===== config.mk =====
export PLATFORM = sky130hd
export DESIGN_NAME = trk_queue
export DESIGN_NICKNAME = d
export VERILOG_FILES = /design/src/sv/trk_pkg.sv /design/src/sv/trk_queue.sv
export VERILOG_INCLUDE_DIRS = /design/src /design/src/sv
export SDC_FILE = /design/constraint.sdc
export NUM_CORES = 1
export LEC_CHECK = 0
export ABC_AREA = 0
export BUFFER_PORTS_ARGS = -buffer_cell sky130_fd_sc_hd__buf_2
export CORE_ASPECT_RATIO = 1.1
export CORE_MARGIN = 2
export CORE_UTILIZATION = 45
export CTS_BUF_LIST = sky130_fd_sc_hd__clkbuf_4 sky130_fd_sc_hd__clkbuf_8
export CTS_CLUSTER_SIZE = 40
export DETAILED_ROUTE_END_ITERATION = 16
export PLACE_DENSITY = 0.68
export SLEW_MARGIN = 20
export SYNTH_ARGS = -nofsm -noshare
export SYNTH_HDL_FRONTEND = slang
export SYNTH_SLANG_ARGS = --single-unit

===== constraint.sdc =====
create_clock -name i_clk -period 14.1 [get_ports i_clk]
set_clock_uncertainty 0.1 [all_clocks]
set_input_delay 1.41 -clock i_clk [delete_from_list [all_inputs] [get_ports i_clk]]
set_output_delay 1.41 -clock i_clk [all_outputs]
set_load 0.005 [all_outputs]

===== src/sv/assert_macros.svh =====
// Assertion macros shared by the track speed check RTL.
// No dependencies; included by the modules that carry assertions.
`ifndef ASSERT_MACROS_SVH
`define ASSERT_MACROS_SVH

// Generic clocked assertion with synchronous active-low reset masking.
`define CHK_ASSERT(lbl, clk, rstn, prop) \
    lbl: assert property (@(posedge clk) disable iff (!rstn) (prop)) \
        else $error("assertion failed");

// Same, on the block clock and reset.
`define CHK_ASSERT_CLK(lbl, prop) `CHK_ASSERT(lbl, i_clk, i_rst_n, prop)

`endif


===== src/sv/trk_pkg.sv =====
// Shared types, constants and helper functions for the track speed check.
// No dependencies; imported by every module of the block.
`timescale 1ns / 1ps

package trk_pkg;

    localparam int ANGLE_FRAC_BITS = 20;
    localparam int EARTH_RADIUS_M  = 6371000;

    localparam int LAT_W   = 28;
    localparam int LON_W   = 29;
    localparam int TIME_W  = 32;
    localparam int DIST_W  = 25;
    localparam int SPEED_W = 32;
    localparam int DLAT_W  = LAT_W + 1;
    localparam int DLON_W  = LON_W + 1;
    localparam int ANG_W   = DLON_W - 1;

    // CORDIC datapath
    localparam int CW           = 34;
    localparam int MUL_W        = 2 * CW;
    localparam int CORDIC_ITERS = 30;
    localparam int CNT_W        = 5;
    localparam int Q_FRAC       = 30;

    // Square root datapath
    localparam int SQ_W       = 62;
    localparam int SQRT_STEPS = 31;
    localparam int H_W        = Q_FRAC + 1;

    localparam logic [DLON_W-1:0] FULL_TURN = DLON_W'(360 << ANGLE_FRAC_BITS);
    localparam logic [DLON_W-1:0] HALF_TURN = DLON_W'(180 << ANGLE_FRAC_BITS);
    localparam logic [DLON_W-1:0] QUARTER   = DLON_W'(90 << ANGLE_FRAC_BITS);

    localparam logic signed [CW-1:0] GAIN_INV    = CW'(652032874);
    localparam logic signed [CW-1:0] DEG2RAD_Q32 = CW'(74961321);
    localparam logic signed [CW-1:0] TWO_RADIUS  = CW'(2 * EARTH_RADIUS_M);
    localparam logic [H_W-1:0]       Q30_ONE     = H_W'(1) << Q_FRAC;
    localparam logic [SQ_W-1:0]      SQ_BIT0     = SQ_W'(1) << (2 * (SQRT_STEPS - 1));
    localparam logic [MUL_W-1:0]     ROUND_HALF  = MUL_W'(1) << (Q_FRAC - 1);
    localparam logic [DIST_W-1:0]    DIST_MAX    = '1;
    localparam logic [SPEED_W-1:0]   SPEED_RESET = SPEED_W'(13107200);

    localparam int QUEUE_DEPTH = 2;
    localparam int QUEUE_AW    = $clog2(QUEUE_DEPTH);

    typedef struct packed {
        logic                     hp;
        logic                     first;
        logic                     last;
        logic signed [LAT_W-1:0]  lat1;
        logic signed [LAT_W-1:0]  lat2;
        logic signed [DLAT_W-1:0] dlat;
        logic signed [DLON_W-1:0] dlon;
        logic [TIME_W-1:0]        gap;
    } t_seg_cmd;

    typedef struct packed {
        logic             neg;
        logic [ANG_W-1:0] u;
    } t_red;

    function automatic logic signed [CW-1:0] atan_q30(input logic [CNT_W-1:0] idx);
        logic signed [CW-1:0] v;
        case (idx)
            5'd0:  v = CW'(32'h3243F6A8);
            5'd1:  v = CW'(32'h1DAC6705);
            5'd2:  v = CW'(32'h0FADBAFC);
            5'd3:  v = CW'(32'h07F56EA6);
            5'd4:  v = CW'(32'h03FEAB76);
            5'd5:  v = CW'(32'h01FFD55B);
            5'd6:  v = CW'(32'h00FFFAAA);
            5'd7:  v = CW'(32'h007FFF55);
            5'd8:  v = CW'(32'h003FFFEA);
            5'd9:  v = CW'(32'h001FFFFD);
            5'd10: v = CW'(32'h000FFFFF);
            5'd11: v = CW'(32'h0007FFFF);
            5'd12: v = CW'(32'h0003FFFF);
            5'd13: v = CW'(32'h0001FFFF);
            5'd14: v = CW'(32'h0000FFFF);
            5'd15: v = CW'(32'h00007FFF);
            5'd16: v = CW'(32'h00003FFF);
            5'd17: v = CW'(32'h00001FFF);
            5'd18: v = CW'(32'h00000FFF);
            5'd19: v = CW'(32'h000007FF);
            5'd20: v = CW'(32'h000003FF);
            5'd21: v = CW'(32'h000001FF);
            5'd22: v = CW'(32'h000000FF);
            5'd23: v = CW'(32'h0000007F);
            5'd24: v = CW'(32'h0000003F);
            5'd25: v = CW'(32'h0000001F);
            5'd26: v = CW'(32'h0000000F);
            5'd27: v = CW'(32'h00000008);
            5'd28: v = CW'(32'h00000004);
            5'd29: v = CW'(32'h00000002);
            default: v = '0;
        endcase
        return v;
    endfunction

    // Fold an angle in degree units into [0, 180] (sine) or [0, 90] (cosine).
    function automatic t_red reduce_angle(input logic signed [DLON_W-1:0] d,
                                          input logic is_cos);
        logic [DLON_W-1:0] a;
        t_red r;
        a = d[DLON_W-1] ? DLON_W'(-d) : DLON_W'(d);
        if (a >= FULL_TURN) a = a - FULL_TURN;
        if (a > HALF_TURN) a = FULL_TURN - a;
        r.neg = 1'b0;
        if (is_cos && (a > QUARTER)) begin
            a = HALF_TURN - a;
            r.neg = 1'b1;
        end
        r.u = a[ANG_W-1:0];
        return r;
    endfunction

endpackage


===== src/sv/trk_queue.sv =====
// Short command queue between the front end and the distance engine.
// Depends on trk_pkg and assert_macros.svh.
`timescale 1ns / 1ps
`include "assert_macros.svh"

module trk_queue (
    input  logic              i_clk,
    input  logic              i_rst_n,
    input  logic              i_push,
    input  trk_pkg::t_seg_cmd i_cmd,
    output logic              o_full,
    input  logic              i_pop,
    output logic              o_valid,
    output trk_pkg::t_seg_cmd o_cmd
);
    import trk_pkg::*;

    t_seg_cmd            r_mem [QUEUE_DEPTH];
    logic [QUEUE_AW-1:0] r_wr_ptr;
    logic [QUEUE_AW-1:0] r_rd_ptr;
    logic [QUEUE_AW:0]   r_count;

    assign o_full  = (r_count == (QUEUE_AW+1)'(QUEUE_DEPTH));
    assign o_valid = (r_count != '0);
    assign o_cmd   = r_mem[r_rd_ptr];

    always_ff @(posedge i_clk) begin
        if (!i_rst_n) begin
            r_wr_ptr <= '0;
            r_rd_ptr <= '0;
            r_count  <= '0;
        end else begin
            if (i_push) r_wr_ptr <= r_wr_ptr + 1'b1;
            if (i_pop)  r_rd_ptr <= r_rd_ptr + 1'b1;
            if (i_push && !i_pop)      r_count <= r_count + 1'b1;
            else if (!i_push && i_pop) r_count <= r_count - 1'b1;
        end
    end

    always_ff @(posedge i_clk) begin
        if (i_push) r_mem[r_wr_ptr] <= i_cmd;
    end

    `CHK_ASSERT_CLK(a_no_push_full, i_push |-> !o_full)
    `CHK_ASSERT_CLK(a_no_pop_empty, i_pop |-> o_valid)

endmodule


==> summary.txt <==
Slowest Stage Delay on Critical Path -> 0.89 ns
Syn Area/Cell -> 23.4 sq um
worst hold path type -> reg2reg
H-Tree Depth -> 2
I/O Buffers -> 305
syn nets -> 644
largest cells by area after synthesis -> edfxtp_1 79%, mux2_4 13%, mux2_2 4.9%, buf_6 1.1%, dfxtp_1 0.87%
post-synth top area cell -> edfxtp_1
post-synthesis async set-or-reset flop share -> 0%
# setup viols final -> 0
Wirelength per Cell -> 18.2 um
leakage -> 5.57 nW
hold_ws -> 0.405 ns
total power draw -> 1.96 mW
crit start category -> register
dpl hpwl -> 13.9 mm
Synth top area share -> 78.6%
Warnings, synthesis -> 0
CP endpoint kind -> output port
final slew viol count -> 0
Starting Density -> 45.5%
worst r2r src -> r_wr_ptr$_SDFFE_PN0P_
DRC -> 0
RSZ-0062 raised after global routing -> false
row count -> 61
Iter 0 DRT Violations -> 276
router iterations before antenna repair -> 4
R2R Path End -> r_mem[0][80]$_DFFE_PP_
IO Count -> 306
post_cts resized -> 0
die extent in x -> 156 um
top post-synthesis cells by count -> 300 x edfxtp_1, 100 x mux2_4, 50 x mux2_2
TritonCTS clock tree -> done
cells along the critical path -> buf_4, mux2_2, buf_2
CP Class -> reg2out
fin crit share -> 30.2%
outcome -> complete, no violations
WL final -> 21.5 mm
Post-CTS Setup Bufs -> 0
Critical Path End -> o_cmd[138]
Routability Congestion -> 0.703
vias -> 5661
crit path time final -> 4.25 ns
clock-pin slew on the worst setup and hold paths -> 0.05 ns
Vias/cell -> 4.78
Mapped Cells -> 489
TNS Setup -> 0 ns
Synth Register Bits -> 305
achievable clock frequency -> 235 MHz
Cell Pwr Density -> 138 nW/um^2
Die Ht -> 171 um
TritonCTS Buffers -> 47
post-synth cell types -> 18
largest net degree at the start of global routing -> 78
Antenna Nets Post-Route -> 0
Syn Std Cell Area -> 11500 sq um
worst slew pin tran -> 1.09 ns
Worst Path Required -> 12.59 ns
Hold Fails Final Rpt -> 0
initial antenna violation count -> 2
maximum VDD drop -> 89.5 uV
hold buffers post-CTS -> 0
Arr. time, crit path -> 2.74 ns
total track usage -> 15.2%
sequential area share after synthesis -> 79.5%
Critical Path Stages -> 3
EDFF count, synth -> 300
Post-synth top flop -> edfxtp_1
Reg2Reg Depth -> 2
vias in the first global route -> 5833
CP Max Fanout -> 55
Final Net Count -> 987
first-pass GRT wire length -> 31.1 mm
core area -> 25200 sq um
top-count cell post-synth -> edfxtp_1
Slew HR -> 27.2%
die area -> 26800 sq um
Largest delay share family, worst path -> buffers and inverters
clk sinks -> 305
worst-skew pair later-pin latency -> 0.52 ns
Layout area overhead -> 23.8%
share of cells above drive strength 1 -> 62.1%
highest-delay cell along the critical path -> buf_4
reg-to-reg setup timing slack -> 11.92 ns
Max Cap Viol -> 0
clk root buf -> clkbuf_8
GR Overflow Total -> 0
maximum buffer depth of the clock tree -> 3
CP bufs+invs -> 2
==> worst reg2reg max path, cell delays in order (launching register included) <==
cell and delay [ns]:
dfxtp_1 0.34, nor2b_4 0.38, buf_4 0.86
==> cells in the final DEF (no fill, tap or decap), types with 3 or more instances in the layout <==
master | synthesis | final
and2_1 | 4 | 3
clkinv_2 | 0 | 4
edfxtp_1 | 300 | 300
clkinv_1 | 0 | 10
buf_4 | 0 | 6
clkbuf_8 | 0 | 49
dfxtp_1 | 5 | 4
diode_2 | 0 | 3
mux2_4 | 100 | 100
mux2_2 | 50 | 50
buf_2 | 5 | 305
clkbuf_4 | 0 | 19
==> cell families after synthesis <==
| logic type | Yosys count | synth area share (%) |
|---|---|---|
| adder cells (fa/ha/maj) | 1 | 0.109 |
| flip-flops | 305 | 79.5 |
| buffers and inverters | 18 | 1.46 |
| AO/OA/AOI/OAI | 3 | 0.175 |
| AND/OR/NAND/NOR | 9 | 0.492 |
| XOR/XNOR | 3 | 0.229 |
| multiplexers | 150 | 18.0 |
==> per-stage QoR <==
stage	utilization, %	instance area (sq um)	instances	worst slack, ns
2_1_floorplan	-	11500	489	5.39
3_3_place_gp	52.7	13300	1098	10.34
3_5_place_dp	52.7	13300	1098	10.32
4_1_cts	56.3	14200	1181	9.73
5_1_grt	56.3	14200	1183	9.64
6_report	56.3	14200	1184	9.85
==> registers in the layout (all words and copies together), names as in the netlist, named ones only <==
| register | count |
|---|---|
| r_mem | 300 |
| r_rd_ptr | 1 |
| r_count | 2 |
| r_wr_ptr | 1 |
==> final cells by class <==
cell class	count	area, sq um
clock buffer	68	817
clock inverter	15	87.6
fill	2000	11000
antenna	3	7.51
tap	315	394
timing repair buffer	311	1570
multi-input combinational	166	2190
inverter	1	3.75
sequential	305	9110
==> worst min-delay path by stage <==
stage,start,end,depth (start not counted)
after floorplan,r_count[1]$_SDFFE_PN0P_,r_count[1]$_SDFFE_PN0P_,2
after global placement,r_count[1]$_SDFFE_PN0P_,r_count[1]$_SDFFE_PN0P_,2
after detailed placement,r_count[1]$_SDFFE_PN0P_,r_count[1]$_SDFFE_PN0P_,2
after CTS,r_count[1]$_SDFFE_PN0P_,r_count[1]$_SDFFE_PN0P_,2
after global routing,r_count[1]$_SDFFE_PN0P_,r_count[1]$_SDFFE_PN0P_,2
final,r_count[1]$_SDFFE_PN0P_,r_count[1]$_SDFFE_PN0P_,2
==> metal layers <==
| layer | global-route usage (%) | vias up | routed length (um) |
|---|---|---|---|
| met4 | 6.58 | 0 | 628 |
| met2 | 26.1 | 217 | 11000 |
| met3 | 5.52 | 39 | 1650 |
| met5 | 0 | - | 0 |
| li1 | - | 2643 | - |
| met1 | 17.2 | 2762 | 8220 |
==> power breakdown <==
part | switching, mW | internal (mW) | leakage (nW)
logic | 0.0885 | 0.111 | 2.23
clock network | 0.308 | 0.389 | 0.485
registers | 0.0162 | 1.05 | 2.86
total | 0.413 | 1.55 | 5.57
(Power assumes the default switching activity.)
