### src/sv/assert_macros.svh
// Assertion macros shared by the track speed check RTL.
// No dependencies; included by the modules that carry assertions.
`ifndef ASSERT_MACROS_SVH
`define ASSERT_MACROS_SVH

// Generic clocked assertion with synchronous active-low reset masking.
`define CHK_ASSERT(lbl, clk, rstn, prop) \
    lbl: assert property (@(posedge clk) disable iff (!rstn) (prop)) \
        else $error("assertion failed");

// Same, on the block clock and reset.
`define CHK_ASSERT_CLK(lbl, prop) `CHK_ASSERT(lbl, i_clk, i_rst_n, prop)

`endif

### src/sv/trk_pkg.sv
// Shared types, constants and helper functions for the track speed check.
// No dependencies; imported by every module of the block.
`timescale 1ns / 1ps

package trk_pkg;

    localparam int ANGLE_FRAC_BITS = 20;
    localparam int EARTH_RADIUS_M  = 6371000;

    localparam int LAT_W   = 28;
    localparam int LON_W   = 29;
    localparam int TIME_W  = 32;
    localparam int DIST_W  = 25;
    localparam int SPEED_W = 32;
    localparam int DLAT_W  = LAT_W + 1;
    localparam int DLON_W  = LON_W + 1;
    localparam int ANG_W   = DLON_W - 1;

    // CORDIC datapath
    localparam int CW           = 34;
    localparam int MUL_W        = 2 * CW;
    localparam int CORDIC_ITERS = 30;
    localparam int CNT_W        = 5;
    localparam int Q_FRAC       = 30;

    // Square root datapath
    localparam int SQ_W       = 62;
    localparam int SQRT_STEPS = 31;
    localparam int H_W        = Q_FRAC + 1;

    localparam logic [DLON_W-1:0] FULL_TURN = DLON_W'(360 << ANGLE_FRAC_BITS);
    localparam logic [DLON_W-1:0] HALF_TURN = DLON_W'(180 << ANGLE_FRAC_BITS);
    localparam logic [DLON_W-1:0] QUARTER   = DLON_W'(90 << ANGLE_FRAC_BITS);

    localparam logic signed [CW-1:0] GAIN_INV    = CW'(652032874);
    localparam logic signed [CW-1:0] DEG2RAD_Q32 = CW'(74961321);
    localparam logic signed [CW-1:0] TWO_RADIUS  = CW'(2 * EARTH_RADIUS_M);
    localparam logic [H_W-1:0]       Q30_ONE     = H_W'(1) << Q_FRAC;
    localparam logic [SQ_W-1:0]      SQ_BIT0     = SQ_W'(1) << (2 * (SQRT_STEPS - 1));
    localparam logic [MUL_W-1:0]     ROUND_HALF  = MUL_W'(1) << (Q_FRAC - 1);
    localparam logic [DIST_W-1:0]    DIST_MAX    = '1;
    localparam logic [SPEED_W-1:0]   SPEED_RESET = SPEED_W'(13107200);

    localparam int QUEUE_DEPTH = 2;
    localparam int QUEUE_AW    = $clog2(QUEUE_DEPTH);

    typedef struct packed {
        logic                     hp;
        logic                     first;
        logic                     last;
        logic signed [LAT_W-1:0]  lat1;
        logic signed [LAT_W-1:0]  lat2;
        logic signed [DLAT_W-1:0] dlat;
        logic signed [DLON_W-1:0] dlon;
        logic [TIME_W-1:0]        gap;
    } t_seg_cmd;

    typedef struct packed {
        logic             neg;
        logic [ANG_W-1:0] u;
    } t_red;

    function automatic logic signed [CW-1:0] atan_q30(input logic [CNT_W-1:0] idx);
        logic signed [CW-1:0] v;
        case (idx)
            5'd0:  v = CW'(32'h3243F6A8);
            5'd1:  v = CW'(32'h1DAC6705);
            5'd2:  v = CW'(32'h0FADBAFC);
            5'd3:  v = CW'(32'h07F56EA6);
            5'd4:  v = CW'(32'h03FEAB76);
            5'd5:  v = CW'(32'h01FFD55B);
            5'd6:  v = CW'(32'h00FFFAAA);
            5'd7:  v = CW'(32'h007FFF55);
            5'd8:  v = CW'(32'h003FFFEA);
            5'd9:  v = CW'(32'h001FFFFD);
            5'd10: v = CW'(32'h000FFFFF);
            5'd11: v = CW'(32'h0007FFFF);
            5'd12: v = CW'(32'h0003FFFF);
            5'd13: v = CW'(32'h0001FFFF);
            5'd14: v = CW'(32'h0000FFFF);
            5'd15: v = CW'(32'h00007FFF);
            5'd16: v = CW'(32'h00003FFF);
            5'd17: v = CW'(32'h00001FFF);
            5'd18: v = CW'(32'h00000FFF);
            5'd19: v = CW'(32'h000007FF);
            5'd20: v = CW'(32'h000003FF);
            5'd21: v = CW'(32'h000001FF);
            5'd22: v = CW'(32'h000000FF);
            5'd23: v = CW'(32'h0000007F);
            5'd24: v = CW'(32'h0000003F);
            5'd25: v = CW'(32'h0000001F);
            5'd26: v = CW'(32'h0000000F);
            5'd27: v = CW'(32'h00000008);
            5'd28: v = CW'(32'h00000004);
            5'd29: v = CW'(32'h00000002);
            default: v = '0;
        endcase
        return v;
    endfunction

    // Fold an angle in degree units into [0, 180] (sine) or [0, 90] (cosine).
    function automatic t_red reduce_angle(input logic signed [DLON_W-1:0] d,
                                          input logic is_cos);
        logic [DLON_W-1:0] a;
        t_red r;
        a = d[DLON_W-1] ? DLON_W'(-d) : DLON_W'(d);
        if (a >= FULL_TURN) a = a - FULL_TURN;
        if (a > HALF_TURN) a = FULL_TURN - a;
        r.neg = 1'b0;
        if (is_cos && (a > QUARTER)) begin
            a = HALF_TURN - a;
            r.neg = 1'b1;
        end
        r.u = a[ANG_W-1:0];
        return r;
    endfunction

endpackage

### src/sv/trk_front.sv
// Front end: accepts sighting points, keeps the previous point, builds segment commands.
// Depends on trk_pkg.
`timescale 1ns / 1ps

module trk_front (
    input  logic                           i_clk,
    input  logic                           i_rst_n,
    input  logic                           i_in_valid,
    output logic                           o_in_stall,
    input  logic signed [trk_pkg::LAT_W-1:0] i_latitude,
    input  logic signed [trk_pkg::LON_W-1:0] i_longitude,
    input  logic [trk_pkg::TIME_W-1:0]     i_timestamp,
    input  logic                           i_first_of_path,
    input  logic                           i_last_of_path,
    input  logic                           i_q_full,
    output logic                           o_push,
    output trk_pkg::t_seg_cmd              o_cmd
);
    import trk_pkg::*;

    logic                    r_have_prev;
    logic signed [LAT_W-1:0] r_prev_lat;
    logic signed [LON_W-1:0] r_prev_lon;
    logic [TIME_W-1:0]       r_prev_time;

    assign o_in_stall = i_q_full;
    assign o_push     = i_in_valid && !i_q_full;

    always_comb begin
        o_cmd.hp    = r_have_prev && !i_first_of_path;
        o_cmd.first = i_first_of_path;
        o_cmd.last  = i_last_of_path;
        o_cmd.lat1  = r_prev_lat;
        o_cmd.lat2  = i_latitude;
        o_cmd.dlat  = DLAT_W'(r_prev_lat) - DLAT_W'(i_latitude);
        o_cmd.dlon  = DLON_W'(r_prev_lon) - DLON_W'(i_longitude);
        o_cmd.gap   = (i_timestamp >= r_prev_time) ? (i_timestamp - r_prev_time)
                                                   : (r_prev_time - i_timestamp);
    end

    always_ff @(posedge i_clk) begin
        if (!i_rst_n) begin
            r_have_prev <= 1'b0;
        end else if (o_push) begin
            // the last point of a path leaves nothing behind
            r_have_prev <= !i_last_of_path;
        end
    end

    always_ff @(posedge i_clk) begin
        if (o_push) begin
            r_prev_lat  <= i_latitude;
            r_prev_lon  <= i_longitude;
            r_prev_time <= i_timestamp;
        end
    end

endmodule

### config.mk
export PLATFORM = sky130hd
export DESIGN_NAME = trk_front
export DESIGN_NICKNAME = d
export VERILOG_FILES = /design/src/sv/assert_macros.svh /design/src/sv/trk_pkg.sv /design/src/sv/trk_front.sv
export SDC_FILE = /design/constraint.sdc
export NUM_CORES = 1
export LEC_CHECK = 0
export ABC_AREA = 0
export BUFFER_PORTS_ARGS = -buffer_cell sky130_fd_sc_hd__buf_4
export CORE_MARGIN = 2
export CORE_UTILIZATION = 30
export DETAILED_ROUTE_END_ITERATION = 10
export SLEW_MARGIN = 20
export SYNTH_ARGS = -nofsm -noshare
export SYNTH_HDL_FRONTEND = slang
export SYNTH_SLANG_ARGS = --single-unit
### constraint.sdc
create_clock -name i_clk -period 10.1 [get_ports i_clk]
set_input_delay 0.505 -clock i_clk [delete_from_list [all_inputs] [get_ports i_clk]]
set_output_delay 0.505 -clock i_clk [all_outputs]
set_load 0.02 [all_outputs]
==> results.sh <==
export IMPL_wire_length_of_the_first_global_routing_pass_mm=41.9
export IMPL_worstPathRequired_ns=9.60
export IMPL_clock_tree_root_cell="sky130_fd_sc_hd__clkbuf_16"
export IMPL_grt_setup_unrepaired="no"
export IMPL_detail_route_antenna_nets=0
export IMPL_route_vias_total=8368
export IMPL_worstPathArrival_ns=4.27
export IMPL_ys_async_sr_fraction=0
export IMPL_syn_nets=1290
export IMPL_holdCritStartpoint="i_longitude[14]"
export IMPL_fin_cells=1671
export IMPL_ys_top_cells_by_area="sky130_fd_sc_hd__edfxtp_1, sky130_fd_sc_hd__ha_1, sky130_fd_sc_hd__inv_1"
export IMPL_timing_critical_path_fanout_max=31
export IMPL_grt_pass1_vias=7961
export IMPL_wirelength_mm=26.6
export IMPL_worstSetupStartpoint="r_prev_time[25]"
export IMPL_drive_above_1_share=0.228
export IMPL_track_usage=0.158
export IMPL_synth_sequential_area_ratio=0.285
export IMPL_num_antenna_cells=0
export IMPL_post_drt_wl_per_cell_um=15.9
export IMPL_synth_enable_flop_cells=89
export IMPL_cts_buffers_inserted=9
export IMPL_cts_hold_repair_buffers=0
export IMPL_dr_pass1_iters=5
export IMPL_critPathMaxStageDelay_ns=0.61
export IMPL_timing_final_crit_share=0.473
export IMPL_flow_area_growth_from_synthesis_pct=23.1
export IMPL_yosys_most_used_dff="sky130_fd_sc_hd__edfxtp_1"
export IMPL_power_density_nw_per_um2=143
export IMPL_ctsLongestPathBuffers=2
export IMPL_drc=0
export IMPL_placement_io_buffers=246
export IMPL_clock_latency_ns=0.37
export IMPL_vias_per_cell=5.01
export IMPL_vdd_ir_drop_max_v=0.0000940
export IMPL_worst_path_dominant_cell_family="compound AO/OA/AOI/OAI gates"
export IMPL_critPathCaptureType="primary output"
export IMPL_startpoint_type="register"
export IMPL_whs_ns=0.313
export IMPL_number_of_synthesis_warnings=0
export IMPL_run_status="finished, final reports clean"
export IMPL_clock_sink_count=90
export IMPL_tritoncts="built"
export IMPL_finish_net_count=1489
export IMPL_mappedNetlistArea_sq_um=9450
export IMPL_chipWidth_um=181
export IMPL_fin_total_pwr_mw=1.67
export IMPL_postSynthAreaPerCell_sq_um=8.82
export IMPL_place_gp_congestion=0.896
export IMPL_placeableCoreArea_sq_um=30800
export IMPL_power_leakage_nw=5.62
export IMPL_number_of_antenna_violations_at_the_first_check_in_global_routing=0
export IMPL_floorplan_die_area_sq_um=32900
export IMPL_timing_hold_violations_final=0
export IMPL_maximum_number_of_pins_on_one_net_before_global_route_repair=53
export IMPL_overflow=0
export IMPL_flops_latches_synth=90
export IMPL_worst_setup_path_type="register to primary output"
export IMPL_fin_util=0.377
export IMPL_critical_path_slowest_cell="sky130_fd_sc_hd__nor3b_4"
export IMPL_achievable_frequency_mhz=209
export IMPL_worst_slew_pin_transition_ns=0.728
export IMPL_yosys_area_top_type_share=0.283
export IMPL_report_final_slew_viol_count=0
export IMPL_clkTransAtPathRegs_ns=0.08
export IMPL_post_cts_setup_buffer_count=0
export IMPL_worst_slew_margin_relative_to_its_limit=0.515
export IMPL_ys_types=82
export IMPL_max_clock_skew_ns=0
export IMPL_hpwl_mm=21.3
export IMPL_cp_buffers_inverters=2
export IMPL_crit_reg2reg_launch="r_have_prev"
export IMPL_count_of_boundary_i_o_pins=247
export IMPL_post_synth_top_area_cell="sky130_fd_sc_hd__edfxtp_1"
export IMPL_reg2reg_slack_ns=9.47
export IMPL_crit_path_cell_trace="ha_1, a21oi_4, o21ai_1, a2111oi_0, a211o_1, nor3b_4, buf_4, mux2i_1, o21ai_1, a21oi_1, xnor2_1, buf_4"
export IMPL_post_route_min_period_ns=4.78
export IMPL_min_delay_path_class="input port to register"
export IMPL_detailedRoute_firstIterationViolations=550
export IMPL_cap_violations=0
export IMPL_post_synth_inst_count=1071
export IMPL_initial_util=0.307
export IMPL_post_place_cells=1655
export IMPL_ctsHtreeMaxLevel=3
export IMPL_die_h_um=181
export IMPL_std_cell_rows=64
export IMPL_timing_setup_tns_ns=0
export IMPL_postCtsResizedCells=0
export IMPL_setup_viol=0
[layer usage]
metal  up-vias  part of all wire  GRT usage
met5         -                 0          0
met4         0            0.0091     0.0309
met3        16             0.051     0.0329
met2       245              0.48      0.269
met1      3931              0.46      0.209
li1       4176                 -          -
[final cells by class]
type                    count  area (sq um)
well taps                 396           495
clock inverters             7          52.6
flip-flops and latches     90          2690
inverters                 149           559
clock buffers               9           225
fillers                  3183         19200
multi-input cells         770          5730
repair buffers            250          1880
[logic make-up (layout without fill, tap and decap cells)]
group,after synthesis,after routing,share of synthesized area
AOI/OAI and AO/OA,335,335,0.235
muxes,15,15,0.0167
and+or+nand+nor,219,219,0.116
buffers and inverters,211,415,0.109
xor gates and xnor gates,77,77,0.0714
DFF,90,90,0.285
adders and majority gates,124,124,0.167
[synth_stat cells, types with 6 or more instances]
library cell and n:
sky130_fd_sc_hd__o31ai_1 7, sky130_fd_sc_hd__inv_1 149, sky130_fd_sc_hd__buf_4 35, sky130_fd_sc_hd__a211o_1 9
sky130_fd_sc_hd__a21oi_1 103, sky130_fd_sc_hd__a31oi_1 12, sky130_fd_sc_hd__nor3_1 17, sky130_fd_sc_hd__xnor2_1 51
sky130_fd_sc_hd__nand3_1 12, sky130_fd_sc_hd__o21ai_0 55, sky130_fd_sc_hd__nor2b_1 17, sky130_fd_sc_hd__clkbuf_1 7
sky130_fd_sc_hd__a211oi_1 12, sky130_fd_sc_hd__o211ai_1 8, sky130_fd_sc_hd__ha_1 120, sky130_fd_sc_hd__o21bai_1 14
sky130_fd_sc_hd__nand2_1 55, sky130_fd_sc_hd__mux2i_1 12, sky130_fd_sc_hd__edfxtp_1 89, sky130_fd_sc_hd__nand4_1 15
sky130_fd_sc_hd__buf_2 7, sky130_fd_sc_hd__nand2b_1 11, sky130_fd_sc_hd__nor2_1 58, sky130_fd_sc_hd__buf_6 11
sky130_fd_sc_hd__o21a_1 14, sky130_fd_sc_hd__xor2_1 26, sky130_fd_sc_hd__a21o_1 45, sky130_fd_sc_hd__and3_1 6
[worst paths after layout]
kind,to,cells past startpoint
max,o_cmd[28],12
min reg2reg,r_have_prev,1
min,r_prev_lon[14],1
max reg2reg,r_have_prev,1
[flip-flops by register name (all words and copies together) (netlist names)]
| register | count |
|---|---|
| r_prev_time | 32 |
| r_have_prev | 1 |
| r_prev_lat | 28 |
| r_prev_lon | 29 |
[where the power goes]
part	leakage (nW)	internal (mW)	total [mW]	switching, mW
clock	0.131	0.169	0.341	0.172
combinational	4.65	0.364	0.874	0.510
sequential	0.844	0.439	0.451	0.0121
[layout by cell type (no fill, tap or decap), types with 11 or more instances in the layout]
cell | netlist | final
sky130_fd_sc_hd__buf_4 | 35 | 250
sky130_fd_sc_hd__inv_1 | 149 | 149
sky130_fd_sc_hd__ha_1 | 120 | 120
sky130_fd_sc_hd__a21oi_1 | 103 | 103
sky130_fd_sc_hd__edfxtp_1 | 89 | 89
sky130_fd_sc_hd__nor2_1 | 58 | 58
sky130_fd_sc_hd__nand2_1 | 55 | 55
sky130_fd_sc_hd__o21ai_0 | 55 | 55
sky130_fd_sc_hd__xnor2_1 | 51 | 51
sky130_fd_sc_hd__a21o_1 | 45 | 45
sky130_fd_sc_hd__xor2_1 | 26 | 26
sky130_fd_sc_hd__nor3_1 | 17 | 17
sky130_fd_sc_hd__nor2b_1 | 17 | 16
sky130_fd_sc_hd__nand4_1 | 15 | 15
sky130_fd_sc_hd__o21a_1 | 14 | 14
sky130_fd_sc_hd__o21bai_1 | 14 | 14
sky130_fd_sc_hd__a31oi_1 | 12 | 12
sky130_fd_sc_hd__a211oi_1 | 12 | 12
sky130_fd_sc_hd__nand3_1 | 12 | 12
sky130_fd_sc_hd__mux2i_1 | 12 | 12
sky130_fd_sc_hd__nand2b_1 | 11 | 11
[metrics by stage]
step | worst slack, ns | area (sq um)
final | 5.32 | 11600
after global routing | 4.93 | 11600
after CTS | 5.24 | 11600
after global placement | 5.56 | 11400
after floorplan | 4.74 | 9450
after detailed placement | 5.44 | 11400
Power figures use the tool's default switching activity.
